### config.mk
export PLATFORM = sky130hd
export DESIGN_NAME = cpuid_and_msr_responder_top
export DESIGN_NICKNAME = d
export VERILOG_FILES = /design/src/sv/cmr_pkg.sv /design/src/sv/cpuid_and_msr_responder_top.sv /design/src/sv/cmr_decode.sv /design/src/sv/cmr_state.sv
export SDC_FILE = /design/constraint.sdc
export NUM_CORES = 2
export LEC_CHECK = 0
export ABC_AREA = 0
export BUFFER_PORTS_ARGS = -buffer_cell sky130_fd_sc_hd__buf_2
export CORE_ASPECT_RATIO = 0.75
export CORE_MARGIN = 2
export CORE_UTILIZATION = 57
export CTS_BUF_LIST = sky130_fd_sc_hd__clkbuf_8
export CTS_CLUSTER_SIZE = 40
export DETAILED_ROUTE_END_ITERATION = 12
export PLACE_DENSITY_LB_ADDON = 0.05
export SKIP_CTS_REPAIR_TIMING = 1
export SLEW_MARGIN = 20
export SYNTH_ARGS = -nofsm -noshare
export SYNTH_HDL_FRONTEND = slang
export SYNTH_SLANG_ARGS = --single-unit
### constraint.sdc
create_clock -name clock -period 9.2 [get_ports clock]
set_clock_uncertainty 0.1 [all_clocks]
set_input_delay 2.76 -clock clock [delete_from_list [all_inputs] [get_ports clock]]
set_output_delay 2.76 -clock clock [all_outputs]
set_load 0.05 [all_outputs]
### src/sv/cmr_pkg.sv
`default_nettype none

package cmr_pkg;

   localparam logic [1:0] CMD_CPUID   = 2'd0;
   localparam logic [1:0] CMD_MSR_RD  = 2'd1;
   localparam logic [1:0] CMD_MSR_WR  = 2'd2;
   localparam logic [1:0] CMD_TICK    = 2'd3;

   localparam int unsigned CSR_COUNT = 8;
   localparam int unsigned CSR_AW    = 3;

   localparam logic [CSR_AW-1:0] CSR_BASE_CLK    = 3'd0;
   localparam logic [CSR_AW-1:0] CSR_MAX_MHZ     = 3'd1;
   localparam logic [CSR_AW-1:0] CSR_BUS_MHZ     = 3'd2;
   localparam logic [CSR_AW-1:0] CSR_XTAL_HZ     = 3'd3;
   localparam logic [CSR_AW-1:0] CSR_TSC_NUMER   = 3'd4;
   localparam logic [CSR_AW-1:0] CSR_TSC_DENOM   = 3'd5;
   localparam logic [CSR_AW-1:0] CSR_PHYS_BITS   = 3'd6;
   localparam logic [CSR_AW-1:0] CSR_LINEAR_BITS = 3'd7;

   localparam logic [15:0] RST_BASE_CLK    = 16'd3000;
   localparam logic [15:0] RST_MAX_MHZ     = 16'd5800;
   localparam logic [15:0] RST_BUS_MHZ     = 16'd100;
   localparam logic [31:0] RST_XTAL_HZ     = 32'd38400000;
   localparam logic [31:0] RST_TSC_NUMER   = 32'd156;
   localparam logic [31:0] RST_TSC_DENOM   = 32'd2;
   localparam logic [7:0]  RST_PHYS_BITS   = 8'd46;
   localparam logic [7:0]  RST_LINEAR_BITS = 8'd48;

   // base clock / 10 as (x * 52429) >> 19, exact for 16-bit x
   localparam int unsigned    PERF_STEP_W     = 13;
   localparam int unsigned    PERF_RECIP_SH   = 19;
   localparam logic [31:0]    PERF_RECIP      = 32'd52429;
   localparam logic [PERF_STEP_W-1:0] RST_PERF_STEP = 13'd300;

   localparam logic [31:0] LEAF_THERMAL   = 32'h0000_0006;
   localparam logic [31:0] LEAF_TSC       = 32'h0000_0015;
   localparam logic [31:0] LEAF_FREQ      = 32'h0000_0016;
   localparam logic [31:0] LEAF_ADDR_SIZE = 32'h8000_0008;
   localparam logic [31:0] LEAF_HV_VENDOR = 32'h4000_0000;
   localparam logic [31:0] LEAF_HV_IFACE  = 32'h4000_0001;
   localparam logic [31:0] LEAF_HV_LO     = 32'h4000_0000;
   localparam logic [31:0] LEAF_HV_HI     = 32'h4FFF_FFFF;

   localparam logic [31:0] PWR_MGMT_A     = 32'h0000_0077;
   localparam logic [31:0] PWR_MGMT_B     = 32'h0000_0002;
   localparam logic [31:0] PWR_MGMT_C     = 32'h0000_0009;
   localparam logic [31:0] HV_MAX_LEAF    = 32'h4000_0006;
   localparam logic [31:0] HV_VENDOR_EBX  = 32'h7263_694D;
   localparam logic [31:0] HV_VENDOR_ECX  = 32'h666F_736F;
   localparam logic [31:0] HV_VENDOR_EDX  = 32'h7648_2074;
   localparam logic [31:0] HV_IFACE_SIG   = 32'h3123_7648;

   localparam logic [31:0] MSR_APIC_BASE       = 32'h0000_001B;
   localparam logic [31:0] MSR_FEATURE_CONTROL = 32'h0000_003A;
   localparam logic [31:0] MSR_REF_CYCLES      = 32'h0000_00E7;
   localparam logic [31:0] MSR_ACT_CYCLES      = 32'h0000_00E8;
   localparam logic [31:0] MSR_DBG_CONTROL     = 32'h0000_01D9;
   localparam logic [31:0] MSR_GUEST_OS_ID     = 32'h4000_0000;
   localparam logic [31:0] MSR_HYPERCALL       = 32'h4000_0001;
   localparam logic [31:0] MSR_VP_INDEX        = 32'h4000_0002;
   localparam logic [31:0] MSR_TIME_REF        = 32'h4000_0020;

   localparam logic [63:0] APIC_BASE_VALUE   = 64'h0000_0000_FEE0_0800;
   localparam logic [63:0] APIC_BOOT_CPU_BIT = 64'h0000_0000_0000_0100;
   localparam logic [63:0] DEBUGCTL_MASK     = 64'h0000_0000_0000_FFC3;
   localparam logic [63:0] FC_LOCK_BIT       = 64'h0000_0000_0000_0001;
   localparam logic [63:0] FC_VMX_BIT        = 64'h0000_0000_0000_0004;

   localparam int unsigned MAX_DBG_CPUS = 16;

   typedef struct packed {
      logic [1:0]  cmd;
      logic [3:0]  cpu_index;
      logic [31:0] index;
      logic [63:0] write_value;
   } req_type;

   typedef struct packed {
      logic        handled;
      logic [31:0] out_a;
      logic [31:0] out_b;
      logic [31:0] out_c;
      logic [31:0] out_d;
   } rsp_type;

   typedef struct packed {
      logic [15:0] base_clock_mhz;
      logic [15:0] max_mhz;
      logic [15:0] bus_mhz;
      logic [31:0] xtal_freq_hz;
      logic [31:0] tsc_numer;
      logic [31:0] tsc_denom;
      logic [7:0]  phys_bits;
      logic [7:0]  linear_bits;
   } cfg_type;

   typedef struct packed {
      logic [63:0] feature_control;
      logic [63:0] guest_os_ident;
      logic [63:0] hypercall_page;
      logic [63:0] time_ref_count;
      logic [63:0] perf_count;
      logic [15:0] debug_control;
   } state_view_type;

   typedef struct packed {
      logic        tick;
      logic        fc_we;
      logic        gos_we;
      logic        hcp_we;
      logic        dbg_we;
      logic [63:0] wdata;
   } state_upd_type;

   function automatic logic in_span(input logic [31:0] id, input logic [31:0] lo,
                                    input logic [31:0] hi);
      return (id >= lo) && (id <= hi);
   endfunction

   function automatic logic msr_vmx_or_trace(input logic [31:0] id);
      return in_span(id, 32'h480, 32'h491) || (id == 32'hC001_0114) ||
             in_span(id, 32'h560, 32'h561) || in_span(id, 32'h570, 32'h572) ||
             in_span(id, 32'h580, 32'h58F);
   endfunction

   function automatic logic msr_present(input logic [31:0] id);
      return in_span(id, 32'h4000_0000, 32'h4000_00FF) ||
             (id == 32'h17) || in_span(id, 32'h34, 32'h35) || (id == 32'h3B) ||
             in_span(id, 32'h48, 32'h4F) || (id == 32'h8B) || (id == 32'hCE) ||
             (id == 32'hE2) || (id == 32'hFE) || in_span(id, 32'hE7, 32'hE8) ||
             in_span(id, 32'h10A, 32'h10B) || in_span(id, 32'h122, 32'h123) ||
             (id == 32'h17D) || in_span(id, 32'h198, 32'h19C) ||
             in_span(id, 32'h1A0, 32'h1A2) || in_span(id, 32'h1B0, 32'h1B1) ||
             (id == 32'h1D9) || in_span(id, 32'h1F2, 32'h1F3) ||
             in_span(id, 32'h280, 32'h2FF) || (id == 32'h345) ||
             in_span(id, 32'h38D, 32'h391) || in_span(id, 32'h3F1, 32'h3F7) ||
             in_span(id, 32'h6E0, 32'h6E1) || in_span(id, 32'hC80, 32'hC82) ||
             in_span(id, 32'hC000_0103, 32'hC000_0104);
   endfunction

endpackage

`default_nettype wire

### src/sv/cpuid_and_msr_responder_top.sv
// channel   direction  handshake              payload
// req_      in         req_valid / req_ready  req_data  (cmr_pkg::req_type)
// rsp_      out        rsp_valid / rsp_ready  rsp_data  (cmr_pkg::rsp_type)
// csr_      in         csr_we                 csr_index, csr_wdata
//
// One word a cycle unless the output stalls: a word is registered on entry, then
// decoded and applied to the MSR state when the decode stage advances, and its
// answer lands in the output register with rsp_valid. A tick word gives no answer.
// Reset is synchronous; configuration and MSR state return to defaults at once.
// A stalled output holds the decode stage; ticks drain even while rsp stalls.
`default_nettype none

module cpuid_and_msr_responder_top #(
   parameter int unsigned NUM_CPUS = 16
) (
   input  wire                          clock,
   input  wire                          reset,
   input  wire                          req_valid,
   output logic                         req_ready,
   input  var   cmr_pkg::req_type       req_data,
   output logic                         rsp_valid,
   input  wire                          rsp_ready,
   output cmr_pkg::rsp_type             rsp_data,
   input  wire                          csr_we,
   input  wire  [cmr_pkg::CSR_AW-1:0]   csr_index,
   input  wire  [31:0]                  csr_wdata
);

   cmr_pkg::cfg_type                   cfg_ff;
   logic [cmr_pkg::PERF_STEP_W-1:0]    perf_step_ff;
   logic [31:0]                        perf_prod;

   logic                               s1_valid_ff, s1_valid_in;
   cmr_pkg::req_type                   s1_ff;
   logic                               s1_tick, s1_fire;

   logic                               rsp_valid_ff, rsp_valid_in;
   cmr_pkg::rsp_type                   rsp_ff;

   cmr_pkg::rsp_type                   dec_rsp;
   cmr_pkg::state_upd_type             dec_upd;
   cmr_pkg::state_view_type            view;

   assign perf_prod = 32'(csr_wdata[15:0]) * cmr_pkg::PERF_RECIP;

   always_ff @(posedge clock) begin
      if (reset) begin
         cfg_ff.base_clock_mhz <= cmr_pkg::RST_BASE_CLK;
         cfg_ff.max_mhz        <= cmr_pkg::RST_MAX_MHZ;
         cfg_ff.bus_mhz        <= cmr_pkg::RST_BUS_MHZ;
         cfg_ff.xtal_freq_hz   <= cmr_pkg::RST_XTAL_HZ;
         cfg_ff.tsc_numer      <= cmr_pkg::RST_TSC_NUMER;
         cfg_ff.tsc_denom      <= cmr_pkg::RST_TSC_DENOM;
         cfg_ff.phys_bits      <= cmr_pkg::RST_PHYS_BITS;
         cfg_ff.linear_bits    <= cmr_pkg::RST_LINEAR_BITS;
         perf_step_ff          <= cmr_pkg::RST_PERF_STEP;
      end else if (csr_we) begin
         unique case (csr_index)
            cmr_pkg::CSR_BASE_CLK: begin
               cfg_ff.base_clock_mhz <= csr_wdata[15:0];
               perf_step_ff <= perf_prod[cmr_pkg::PERF_RECIP_SH +: cmr_pkg::PERF_STEP_W];
            end
            cmr_pkg::CSR_MAX_MHZ:     cfg_ff.max_mhz      <= csr_wdata[15:0];
            cmr_pkg::CSR_BUS_MHZ:     cfg_ff.bus_mhz      <= csr_wdata[15:0];
            cmr_pkg::CSR_XTAL_HZ:     cfg_ff.xtal_freq_hz <= csr_wdata;
            cmr_pkg::CSR_TSC_NUMER:   cfg_ff.tsc_numer    <= csr_wdata;
            cmr_pkg::CSR_TSC_DENOM:   cfg_ff.tsc_denom    <= csr_wdata;
            cmr_pkg::CSR_PHYS_BITS:   cfg_ff.phys_bits    <= csr_wdata[7:0];
            cmr_pkg::CSR_LINEAR_BITS: cfg_ff.linear_bits  <= csr_wdata[7:0];
            default: ;
         endcase
      end
   end

   // advance the decode stage when its answer has room, or when it is a tick
   assign s1_tick   = (s1_ff.cmd == cmr_pkg::CMD_TICK);
   assign s1_fire   = s1_valid_ff && (s1_tick || !rsp_valid_ff || rsp_ready);
   assign req_ready = !s1_valid_ff || s1_fire;

   always_comb begin
      s1_valid_in = s1_valid_ff;
      if (req_valid && req_ready) begin
         s1_valid_in = 1'b1;
      end else if (s1_fire) begin
         s1_valid_in = 1'b0;
      end
   end

   always_comb begin
      rsp_valid_in = rsp_valid_ff;
      if (s1_fire && !s1_tick) begin
         rsp_valid_in = 1'b1;
      end else if (rsp_ready) begin
         rsp_valid_in = 1'b0;
      end
   end

   always_ff @(posedge clock) begin
      if (reset) begin
         s1_valid_ff  <= 1'b0;
         rsp_valid_ff <= 1'b0;
      end else begin
         s1_valid_ff  <= s1_valid_in;
         rsp_valid_ff <= rsp_valid_in;
      end
   end

   always_ff @(posedge clock) begin
      if (req_valid && req_ready) begin
         s1_ff <= req_data;
      end
      if (s1_fire && !s1_tick) begin
         rsp_ff <= dec_rsp;
      end
   end

   cmr_decode u_decode (
      .req  (s1_ff),
      .cfg  (cfg_ff),
      .view (view),
      .rsp  (dec_rsp),
      .upd  (dec_upd)
   );

   cmr_state #(
      .NUM_CPUS (NUM_CPUS)
   ) u_state (
      .clock     (clock),
      .reset     (reset),
      .fire      (s1_fire),
      .cpu_index (s1_ff.cpu_index),
      .perf_step (perf_step_ff),
      .upd       (dec_upd),
      .view      (view)
   );

   assign rsp_valid = rsp_valid_ff;
   assign rsp_data  = rsp_ff;

   a_tick_no_rsp: assert property (@(posedge clock) disable iff (reset)
      (s1_fire && s1_tick) |=> (rsp_valid_ff == $past(rsp_valid_ff && !rsp_ready)))
      else $error("tick produced a response word");

   a_cmd_gives_rsp: assert property (@(posedge clock) disable iff (reset)
      (s1_fire && !s1_tick) |=> rsp_valid_ff)
      else $error("request word lost its response");

   a_stall_means_busy: assert property (@(posedge clock) disable iff (reset)
      !req_ready |-> (s1_valid_ff && !s1_tick && rsp_valid_ff && !rsp_ready))
      else $error("input stalled without cause");

   a_declined_zero: assert property (@(posedge clock) disable iff (reset)
      (rsp_valid_ff && !rsp_ff.handled) |->
         (rsp_ff.out_a == '0 && rsp_ff.out_b == '0 &&
          rsp_ff.out_c == '0 && rsp_ff.out_d == '0))
      else $error("declined response carries data");

endmodule

`default_nettype wire

### src/sv/cmr_decode.sv
`default_nettype none

module cmr_decode (
   input  var cmr_pkg::req_type        req,
   input  var cmr_pkg::cfg_type        cfg,
   input  var cmr_pkg::state_view_type view,
   output cmr_pkg::rsp_type            rsp,
   output cmr_pkg::state_upd_type      upd
);

   always_comb begin
      logic        ok;
      logic [31:0] ra, rb, rc, rd;
      logic [63:0] v;
      ok = 1'b0;
      ra = '0;
      rb = '0;
      rc = '0;
      rd = '0;
      v  = '0;
      upd = '0;
      upd.wdata = req.write_value;
      unique case (req.cmd)
         cmr_pkg::CMD_CPUID: begin
            priority if (req.index == cmr_pkg::LEAF_ADDR_SIZE) begin
               ok = 1'b1;
               ra = {16'b0, cfg.linear_bits, cfg.phys_bits};
            end else if (req.index == cmr_pkg::LEAF_THERMAL) begin
               ok = 1'b1;
               ra = cmr_pkg::PWR_MGMT_A;
               rb = cmr_pkg::PWR_MGMT_B;
               rc = cmr_pkg::PWR_MGMT_C;
            end else if (req.index == cmr_pkg::LEAF_TSC) begin
               ok = 1'b1;
               ra = cfg.tsc_denom;
               rb = cfg.tsc_numer;
               rc = cfg.xtal_freq_hz;
            end else if (req.index == cmr_pkg::LEAF_FREQ) begin
               ok = 1'b1;
               ra = {16'b0, cfg.base_clock_mhz};
               rb = {16'b0, cfg.max_mhz};
               rc = {16'b0, cfg.bus_mhz};
            end else if (cmr_pkg::in_span(req.index, cmr_pkg::LEAF_HV_LO,
                                          cmr_pkg::LEAF_HV_HI)) begin
               ok = 1'b1;
               if (req.index == cmr_pkg::LEAF_HV_VENDOR) begin
                  ra = cmr_pkg::HV_MAX_LEAF;
                  rb = cmr_pkg::HV_VENDOR_EBX;
                  rc = cmr_pkg::HV_VENDOR_ECX;
                  rd = cmr_pkg::HV_VENDOR_EDX;
               end else if (req.index == cmr_pkg::LEAF_HV_IFACE) begin
                  ra = cmr_pkg::HV_IFACE_SIG;
               end
            end else begin
               ok = 1'b0;
            end
         end
         cmr_pkg::CMD_MSR_RD: begin
            priority if (req.index == cmr_pkg::MSR_VP_INDEX) begin
               ok = 1'b1;
               v  = {60'b0, req.cpu_index};
            end else if (req.index == cmr_pkg::MSR_TIME_REF) begin
               ok = 1'b1;
               v  = view.time_ref_count;
            end else if (req.index == cmr_pkg::MSR_REF_CYCLES ||
                         req.index == cmr_pkg::MSR_ACT_CYCLES) begin
               ok = 1'b1;
               v  = view.perf_count;
            end else if (cmr_pkg::msr_vmx_or_trace(req.index)) begin
               ok = 1'b1;
            end else if (req.index == cmr_pkg::MSR_APIC_BASE) begin
               ok = 1'b1;
               v  = cmr_pkg::APIC_BASE_VALUE |
                    ((req.cpu_index == 4'd0) ? cmr_pkg::APIC_BOOT_CPU_BIT : 64'd0);
            end else if (req.index == cmr_pkg::MSR_FEATURE_CONTROL) begin
               ok = 1'b1;
               v  = view.feature_control;
            end else if (req.index == cmr_pkg::MSR_GUEST_OS_ID) begin
               ok = 1'b1;
               v  = view.guest_os_ident;
            end else if (req.index == cmr_pkg::MSR_HYPERCALL) begin
               ok = 1'b1;
               v  = view.hypercall_page;
            end else if (req.index == cmr_pkg::MSR_DBG_CONTROL) begin
               ok = 1'b1;
               v  = {48'b0, view.debug_control};
            end else begin
               ok = cmr_pkg::msr_present(req.index);
            end
            ra = v[31:0];
            rd = v[63:32];
         end
         cmr_pkg::CMD_MSR_WR: begin
            priority if (req.index == cmr_pkg::MSR_DBG_CONTROL) begin
               ok = ~|(req.write_value & ~cmr_pkg::DEBUGCTL_MASK);
               upd.dbg_we = ok;
            end else if (cmr_pkg::msr_vmx_or_trace(req.index)) begin
               ok = 1'b1;
            end else if (req.index == cmr_pkg::MSR_FEATURE_CONTROL) begin
               ok = 1'b1;
               upd.fc_we = 1'b1;
            end else if (req.index == cmr_pkg::MSR_GUEST_OS_ID) begin
               ok = 1'b1;
               upd.gos_we = 1'b1;
            end else if (req.index == cmr_pkg::MSR_HYPERCALL) begin
               ok = 1'b1;
               upd.hcp_we = 1'b1;
            end else begin
               ok = cmr_pkg::msr_present(req.index);
            end
         end
         cmr_pkg::CMD_TICK: begin
            upd.tick = 1'b1;
         end
         default: begin
            ok = 1'b0;
         end
      endcase
      rsp.handled = ok;
      rsp.out_a   = ok ? ra : '0;
      rsp.out_b   = ok ? rb : '0;
      rsp.out_c   = ok ? rc : '0;
      rsp.out_d   = ok ? rd : '0;
   end

endmodule

`default_nettype wire

### src/sv/cmr_state.sv
`default_nettype none

module cmr_state #(
   parameter int unsigned NUM_CPUS = 16
) (
   input  wire                                   clock,
   input  wire                                   reset,
   input  wire                                   fire,
   input  wire  [3:0]                            cpu_index,
   input  wire  [cmr_pkg::PERF_STEP_W-1:0]       perf_step,
   input  var   cmr_pkg::state_upd_type          upd,
   output cmr_pkg::state_view_type               view
);

   localparam int unsigned DBG_DEPTH =
      (NUM_CPUS < cmr_pkg::MAX_DBG_CPUS) ? NUM_CPUS : cmr_pkg::MAX_DBG_CPUS;
   localparam int unsigned DBG_AW = (DBG_DEPTH > 1) ? $clog2(DBG_DEPTH) : 1;

   logic [63:0] fc_ff, gos_ff, hcp_ff, time_ff, perf_ff;
   logic [15:0] dbg_ff [DBG_DEPTH];
   logic        dbg_hit;
   logic [DBG_AW-1:0] dbg_idx;

   assign dbg_hit = {1'b0, cpu_index} < 5'(DBG_DEPTH);
   assign dbg_idx = (DBG_DEPTH > 1) ? cpu_index[DBG_AW-1:0] : '0;

   always_ff @(posedge clock) begin
      if (reset) begin
         fc_ff   <= cmr_pkg::FC_LOCK_BIT;
         gos_ff  <= '0;
         hcp_ff  <= '0;
         time_ff <= '0;
         perf_ff <= '0;
         for (int i = 0; i < DBG_DEPTH; i++) begin
            dbg_ff[i] <= '0;
         end
      end else if (fire) begin
         if (upd.tick) begin
            time_ff <= time_ff + 64'd1;
            perf_ff <= perf_ff + 64'(perf_step);
         end
         if (upd.fc_we) begin
            fc_ff <= (upd.wdata | cmr_pkg::FC_LOCK_BIT) & ~cmr_pkg::FC_VMX_BIT;
         end
         if (upd.gos_we) begin
            gos_ff <= upd.wdata;
         end
         if (upd.hcp_we) begin
            hcp_ff <= upd.wdata;
         end
         if (upd.dbg_we && dbg_hit) begin
            dbg_ff[dbg_idx] <= upd.wdata[15:0];
         end
      end
   end

   always_comb begin
      view.feature_control = fc_ff;
      view.guest_os_ident  = gos_ff;
      view.hypercall_page  = hcp_ff;
      view.time_ref_count  = time_ff;
      view.perf_count      = perf_ff;
      view.debug_control   = dbg_hit ? dbg_ff[dbg_idx] : '0;
   end

endmodule

`default_nettype wire

# Word-level counts from Yosys, hierarchy flattened
# Memories as Yosys holds them, arrays and structs flattened. A register that Yosys moved wholly into a read port is not among the register bits.
# Index checks and enable logic that the tools add are counted.
# classes
addsub,2
multipliers,1
magnitude_cmp,41
eq_ne,32
mux,79
bitwise,2
n_reduce_logical,81
# ops
cell,n
32-bit 2-to-1 mux,17
64-bit 2-to-1 mux,8
32-bit by 8-bit == test with 1-bit output (second input constant),6
32-bit by 9-bit greater-or-equal comparator with 1-bit output (second input constant),6
32-bit by 9-bit <= comparator with 1-bit output (second input constant),6
32-bit by 11-bit greater-or-equal comparator with 1-bit output (second input constant),5
32-bit by 11-bit <= comparator with 1-bit output (second input constant),5
32-bit by 31-bit == test with 1-bit output (second input constant),4
32-bit by 5-bit == test with 1-bit output (second input constant),4
32-bit case mux with 2 select lines,2
32-bit by 10-bit greater-or-equal comparator with 1-bit output (second input constant),3
32-bit by 10-bit <= comparator with 1-bit output (second input constant),3
31-bit 2-to-1 mux,3
64-bit by 1-bit adder with 64-bit output (second input constant),1
64-bit by 13-bit adder with 64-bit output,1
32-bit == test (second input constant),2
32-bit by 6-bit == test with 1-bit output (second input constant),2
32-bit by 9-bit == test with 1-bit output (second input constant),2
32-bit by 31-bit <= comparator with 1-bit output (second input constant),2
52-bit OR reduction,1
1-bit 2-to-1 mux,36
32-bit by 10-bit == test with 1-bit output (second input constant),1
32-bit by 3-bit == test with 1-bit output (second input constant),1
32-bit by 12-bit greater-or-equal comparator with 1-bit output (second input constant),1
35 further kinds,116
# totals
ff_bits,724
mem_bits_rw,256
in_bits,142
output_inout_bits,131
word_cells,266
mem_count,1
# memory_table
name,words,width,rd,rd_clocked_by_memory_dff,wr,line_no,rtl
u_state.dbg_ff,16,16,1,1,16,cmr_state.sv:20,logic [15:0] dbg_ff [DBG_DEPTH];

# Depth between registers and ports, before layout
# logic_depth
word_depth,38
ltp_mapped,20
depth_no_buf,20

# By module
# Synthesis repeated with hierarchy kept, for this count alone.
# unflattened
cells_unflattened,4624
area_unflattened_um2,47665.7
# by_module_without_submodules
mod,instances,cells_each,area_per_inst_um2,seq_area_each_um2
cmr_state,1,2323,24568.6,14053.5
cpuid_and_msr_responder_top,1,1526,17850.9,10440.0
cmr_decode,1,775,5246.3,0.0

# Worst setup path before layout
# OpenSTA, ideal clock, no wires.
# synth_path
path_kind,input -> register
start,input port rsp_ready
end,"register rsp_ff, in the netlist rsp_data[0] (enable)"
setup_time_ps,619
arrival_time_ps,8199
required_time_ps,8481
path_slack_ps,282
cell_stages,2
n_path_buf,0
path_cell_list,nor2b_1 > nor2_1
# synth_via
elab_chain_cells,3
# synth_lines
item,line_no,rtl
start: declaration,cpuid_and_msr_responder_top.sv:22,"input wire rsp_ready,"
1-bit logical OR,cpuid_and_msr_responder_top.sv:77,assign s1_fire = s1_valid_ff && (s1_tick || !rsp_valid_ff || rsp_ready);
1-bit logical AND,cpuid_and_msr_responder_top.sv:77,
1-bit logical AND,cpuid_and_msr_responder_top.sv:112,if (s1_fire && !s1_tick) begin
end signal: assignment,cpuid_and_msr_responder_top.sv:113,rsp_ff <= dec_rsp;
end: declaration,cpuid_and_msr_responder_top.sv:38,cmr_pkg::rsp_type rsp_ff;
# Every way passes these cells.
# A chain may end at the register's enable or synchronous reset.

# Worst setup path in the final report
# layout_path
start,input port csr_wdata[7]
end,register perf_step_ff[11] (netlist name)
# layout_via
elab_chain_cells,1
# layout_lines
item,line_no,rtl
start: declaration,cpuid_and_msr_responder_top.sv:26,input wire [31:0] csr_wdata
16-bit by 16-bit multiplier with 32-bit output,cpuid_and_msr_responder_top.sv:44,assign perf_prod = 32'(csr_wdata[15:0]) * cmr_pkg::PERF_RECIP;
end signal: assignment,cpuid_and_msr_responder_top.sv:56,perf_step_ff <= cmr_pkg::RST_PERF_STEP;
end signal: assignment,cpuid_and_msr_responder_top.sv:61,perf_step_ff <= perf_prod[cmr_pkg::PERF_RECIP_SH +: cmr_pkg::PERF_STEP_W];
end: declaration,cpuid_and_msr_responder_top.sv:30,logic [cmr_pkg::PERF_STEP_W-1:0] perf_step_ff;
# Every way passes these cells.

==> summary.md <==
| Metric | Value |
|---|---|
| Status | completed |
| Worst-path clk slew | 60 ps |
| Synth area leader | edfxtp_1 |
| Clock Power Share | 0.344 |
| Die Ht | 250 µm |
| Synth Flop Type | dfxtp_1 |
| Multi-input logic area | 19,700 µm² |
| Min cycle time layout | 8040 ps |
| Io pins | 273 |
| Worst r2r dst | rsp_data[99] |
| CP Max Fanout | 13 |
| Synth cell types | 80 |
| First-pass iteration count of the detailed router | 6 |
| Cell row count | 90 |
| PD cells | 200 nW/µm² |
| CTS sink cnt | 984 |
| Worst Hold Slack | 351 ps |
| DR WL/cell | 22.3 µm |
| Setup TNS | 0 ps |
| Fmax | 0.124 GHz |
| Initial core utilization | 0.573 |
| Drt initial violations | 3,662 |
| DRC violations left | 0 |
| Layout cells sized above 1 | 0.143 |
| Net Sw Frac | 0.286 |
| H-tree Lvls | 4 |
| R2R Setup Slk | 3940 ps |
| Number of antenna violations at the first check in global routing | 5 |
| Area grow syn2layout | 11.1% |
| CTS tree | built |
| Yosys reg bits | 984 |
| Worst R2R Path Depth | 10 |
| Post-Syn Instances | 4,329 |
| Drt total wl | 129,000 µm |
| Final period util | 0.874 |
| CP Launch Type | primary input |
| GRT Resource Usage Total | 0.310 |
| Hold Crit Class | reg2reg |
| Port Buffers | 272 |
| Hold wc startpoint | cfg_ff[111] |
| Share of flip-flops with an asynchronous set or reset | 0 |
| Number of global-route vias before repair | 32,100 |
| WS Path Type | in2reg |
| Final core occ | 0.636 |
| Avg Inst Size Synth | 10.6 µm² |
| Die ar. | 82,800 µm² |
| Gpl congestion | 0.920 |
| WHS Endpoint | cfg_ff[111] |
| Warnings from Yosys | 0 |
| Remaining Overflow, GRT | 0 |
| Rel. slew slack | 0.212 |
| CTS root buf | clkbuf_8 |
| Antenna Nets Post-Route | 0 |
| RSZ-0062 raised after global routing | false |
| Non-Filler Instances | 5,768 |
| EDFF count, synth | 487 |
| CP Data Arrival Time | 8630 ps |
| # setup viols final | 0 |
| Reg2reg start | s1_ff[78] |
| Beginning of the critical path | csr_wdata[7] |
| Share of the yosys chip area belonging to registers | 0.536 |
| Psw | 2910 µW |
| Via count | 33,900 |
| Via density | 5.87 |
| Number of CTS-inserted buffers | 152 |
| Seq pwr share | 0.476 |
| Final net count | 4,952 |
| Dominant cells by area after synthesis | edfxtp_1 (32%), dfxtp_1 (22%), nand2_1 (6.0%) |
| Hold depth | 2 |
| Req. time, crit path | 9790 ps |
| Setup crit end kind | flop |
| Worst Tran Pin Value | 1180 ps |
| Final Hold Vio Count | 0 |
| Lkg Pwr | 0.0195 µW |
| Die W | 332 µm |
| Pint | 7280 µW |
| First-pass GRT wire length | 196,000 µm |
| Core ar. | 80,100 µm² |
| DP Worst Slack | 377 ps |
| Filler Cell Count | 6,609 |
| Comb power frac | 0.180 |
| FF/Latch Area | 24,600 µm² |
| Placed Cells | 5,488 |
| Clock Latency Late Sink | 810 ps |
| Max-slew violation count | 0 |
| DP Wirelength | 86,600 µm |
| Synth Cell Area | 45,900 µm² |
| Post-route setup slack | 1160 ps |
| Post-synth top area share | 0.319 |
| Peak supply drop | 0.145 mV |
| CTS Buffer Depth | 3 |
| Largest net degree at the start of global routing | 96 |
| Max-Cap Viols | 0 |
## synthesized netlist by cell type, types with 17 or more instances
library cell and n:
mux4_2 80, a22oi_1 93, buf_1 17, nor2b_1 18
nand2b_1 18, edfxtp_1 487, a221o_1 20, xnor2_1 32
nor3_1 34, ha_1 144, nand3_1 94, and3_1 51
o21ai_0 96, nor2_1 257, and2_1 200, nor4_1 27
a21oi_1 401, or3_1 43, a31oi_1 39, buf_2 54
dfxtp_1 497, xor2_1 58, mux2i_1 73, nand2_1 736
a221oi_1 40, nand4_1 34, fa_1 82, inv_1 172
clkbuf_1 196
## power by group through the flow
| stage | registers (µW) | clock network, µW | logic [µW] |
|---|---|---|---|
| after floorplan | 4940 | 0 | 1290 |
| after global placement | 4930 | 0 | 1820 |
| after detailed placement | 4940 | 0 | 1840 |
| after CTS | 4840 | 3550 | 1860 |
| after global routing | 4860 | 3750 | 2090 |
| final | 4850 | 3510 | 1830 |
## critical path: stages
cell	delay (ps)
buf_2	210
ha_1	350
inv_1	90
fa_1	510
inv_1	70
fa_1	510
fa_1	520
fa_1	530
fa_1	510
ha_1	330
o21a_1	140
o211ai_1	100
o2bb2ai_1	150
a2111oi_0	320
buf_4	190
o21ai_0	140
a21oi_1	320
o311ai_0	200
buf_4	180
a2111o_1	390
o311ai_0	90
## sequential cells by signal, indices dropped and copies added (netlist names), named ones only
signal and count:
u_state.gos_ff 64, s1_ff 102, rsp_valid 1, rsp_data 129, cfg_ff 160, u_state.hcp_ff 64, u_state.time_ff 64, s1_valid_ff 1
u_state.dbg_ff 256, perf_step_ff 13, u_state.perf_ff 64, u_state.fc_ff 62
## metal layers
metal	track usage	vias up	wire length [µm]
li1	-	15800	-
met1	0.470	16300	58000
met2	0.426	1559	53000
met3	0.0960	178	14600
met4	0.0841	8	2710
met5	0.0104	-	160
## area by class of cell
class,instances,share of cell area
sequential,984,0.482
multi-input combinational,2942,0.386
clock buffer,171,0.0462
timing repair buffer,332,0.0358
tap,1058,0.0260
inverter,172,0.0127
clock inverter,107,0.0106
antenna,2,0.0000982
## cells in the final DEF (no fill, tap or decap), types with 12 or more instances in the layout
master and instances:
a21o_1 12, a21oi_1 400, a221o_1 20, a221oi_1 40
a222oi_1 13, a22oi_1 93, a31oi_1 39, and2_1 200
and3_1 50, and4_1 15, buf_2 271, buf_4 60
clkbuf_8 171, clkinv_1 19, clkinv_2 15, conb_1 64
dfxtp_1 494, edfxtp_1 487, fa_1 82, ha_1 144
inv_1 231, mux2i_1 73, mux4_2 80, nand2_1 735
nand2b_1 18, nand3_1 93, nand4_1 34, nor2_1 250
nor2b_1 17, nor3_1 28, nor4_1 27, o211ai_1 13
o21a_1 12, o21ai_0 86, o22ai_1 12, or2_2 13
or3_1 42, xnor2_1 32, xor2_1 58
## worst max path at each step
stage,depth (start not counted),end,slack [ps]
finish,21,perf_step_ff[11],1160
global route,21,perf_step_ff[11],780
CTS,21,perf_step_ff[11],1190
detailed placement,21,perf_step_ff[11],380
global placement,21,perf_step_ff[11],400
floorplan,2,rsp_data[0],280
## per-stage QoR
stage | area, µm² | power, µW
2_1_floorplan | 46100 | 6230
3_3_place_gp | 48100 | 6760
3_5_place_dp | 48100 | 6780
4_1_cts | 51000 | 10200
5_1_grt | 51000 | 10700
6_report | 51000 | 10200
## cell families (layout without fill, tap and decap cells)
group	after synthesis	after routing	synth area share
simple gates	1587	1587	0.164
flops	984	984	0.536
compound gates	818	818	0.110
buf+inv	466	782	0.0423
fa+ha+maj	226	226	0.0751
mux	157	157	0.0562
xor+xnor	90	90	0.0172
other cells	1	66	0.0000818
Note: power is estimated with default switching activity, not from simulation.
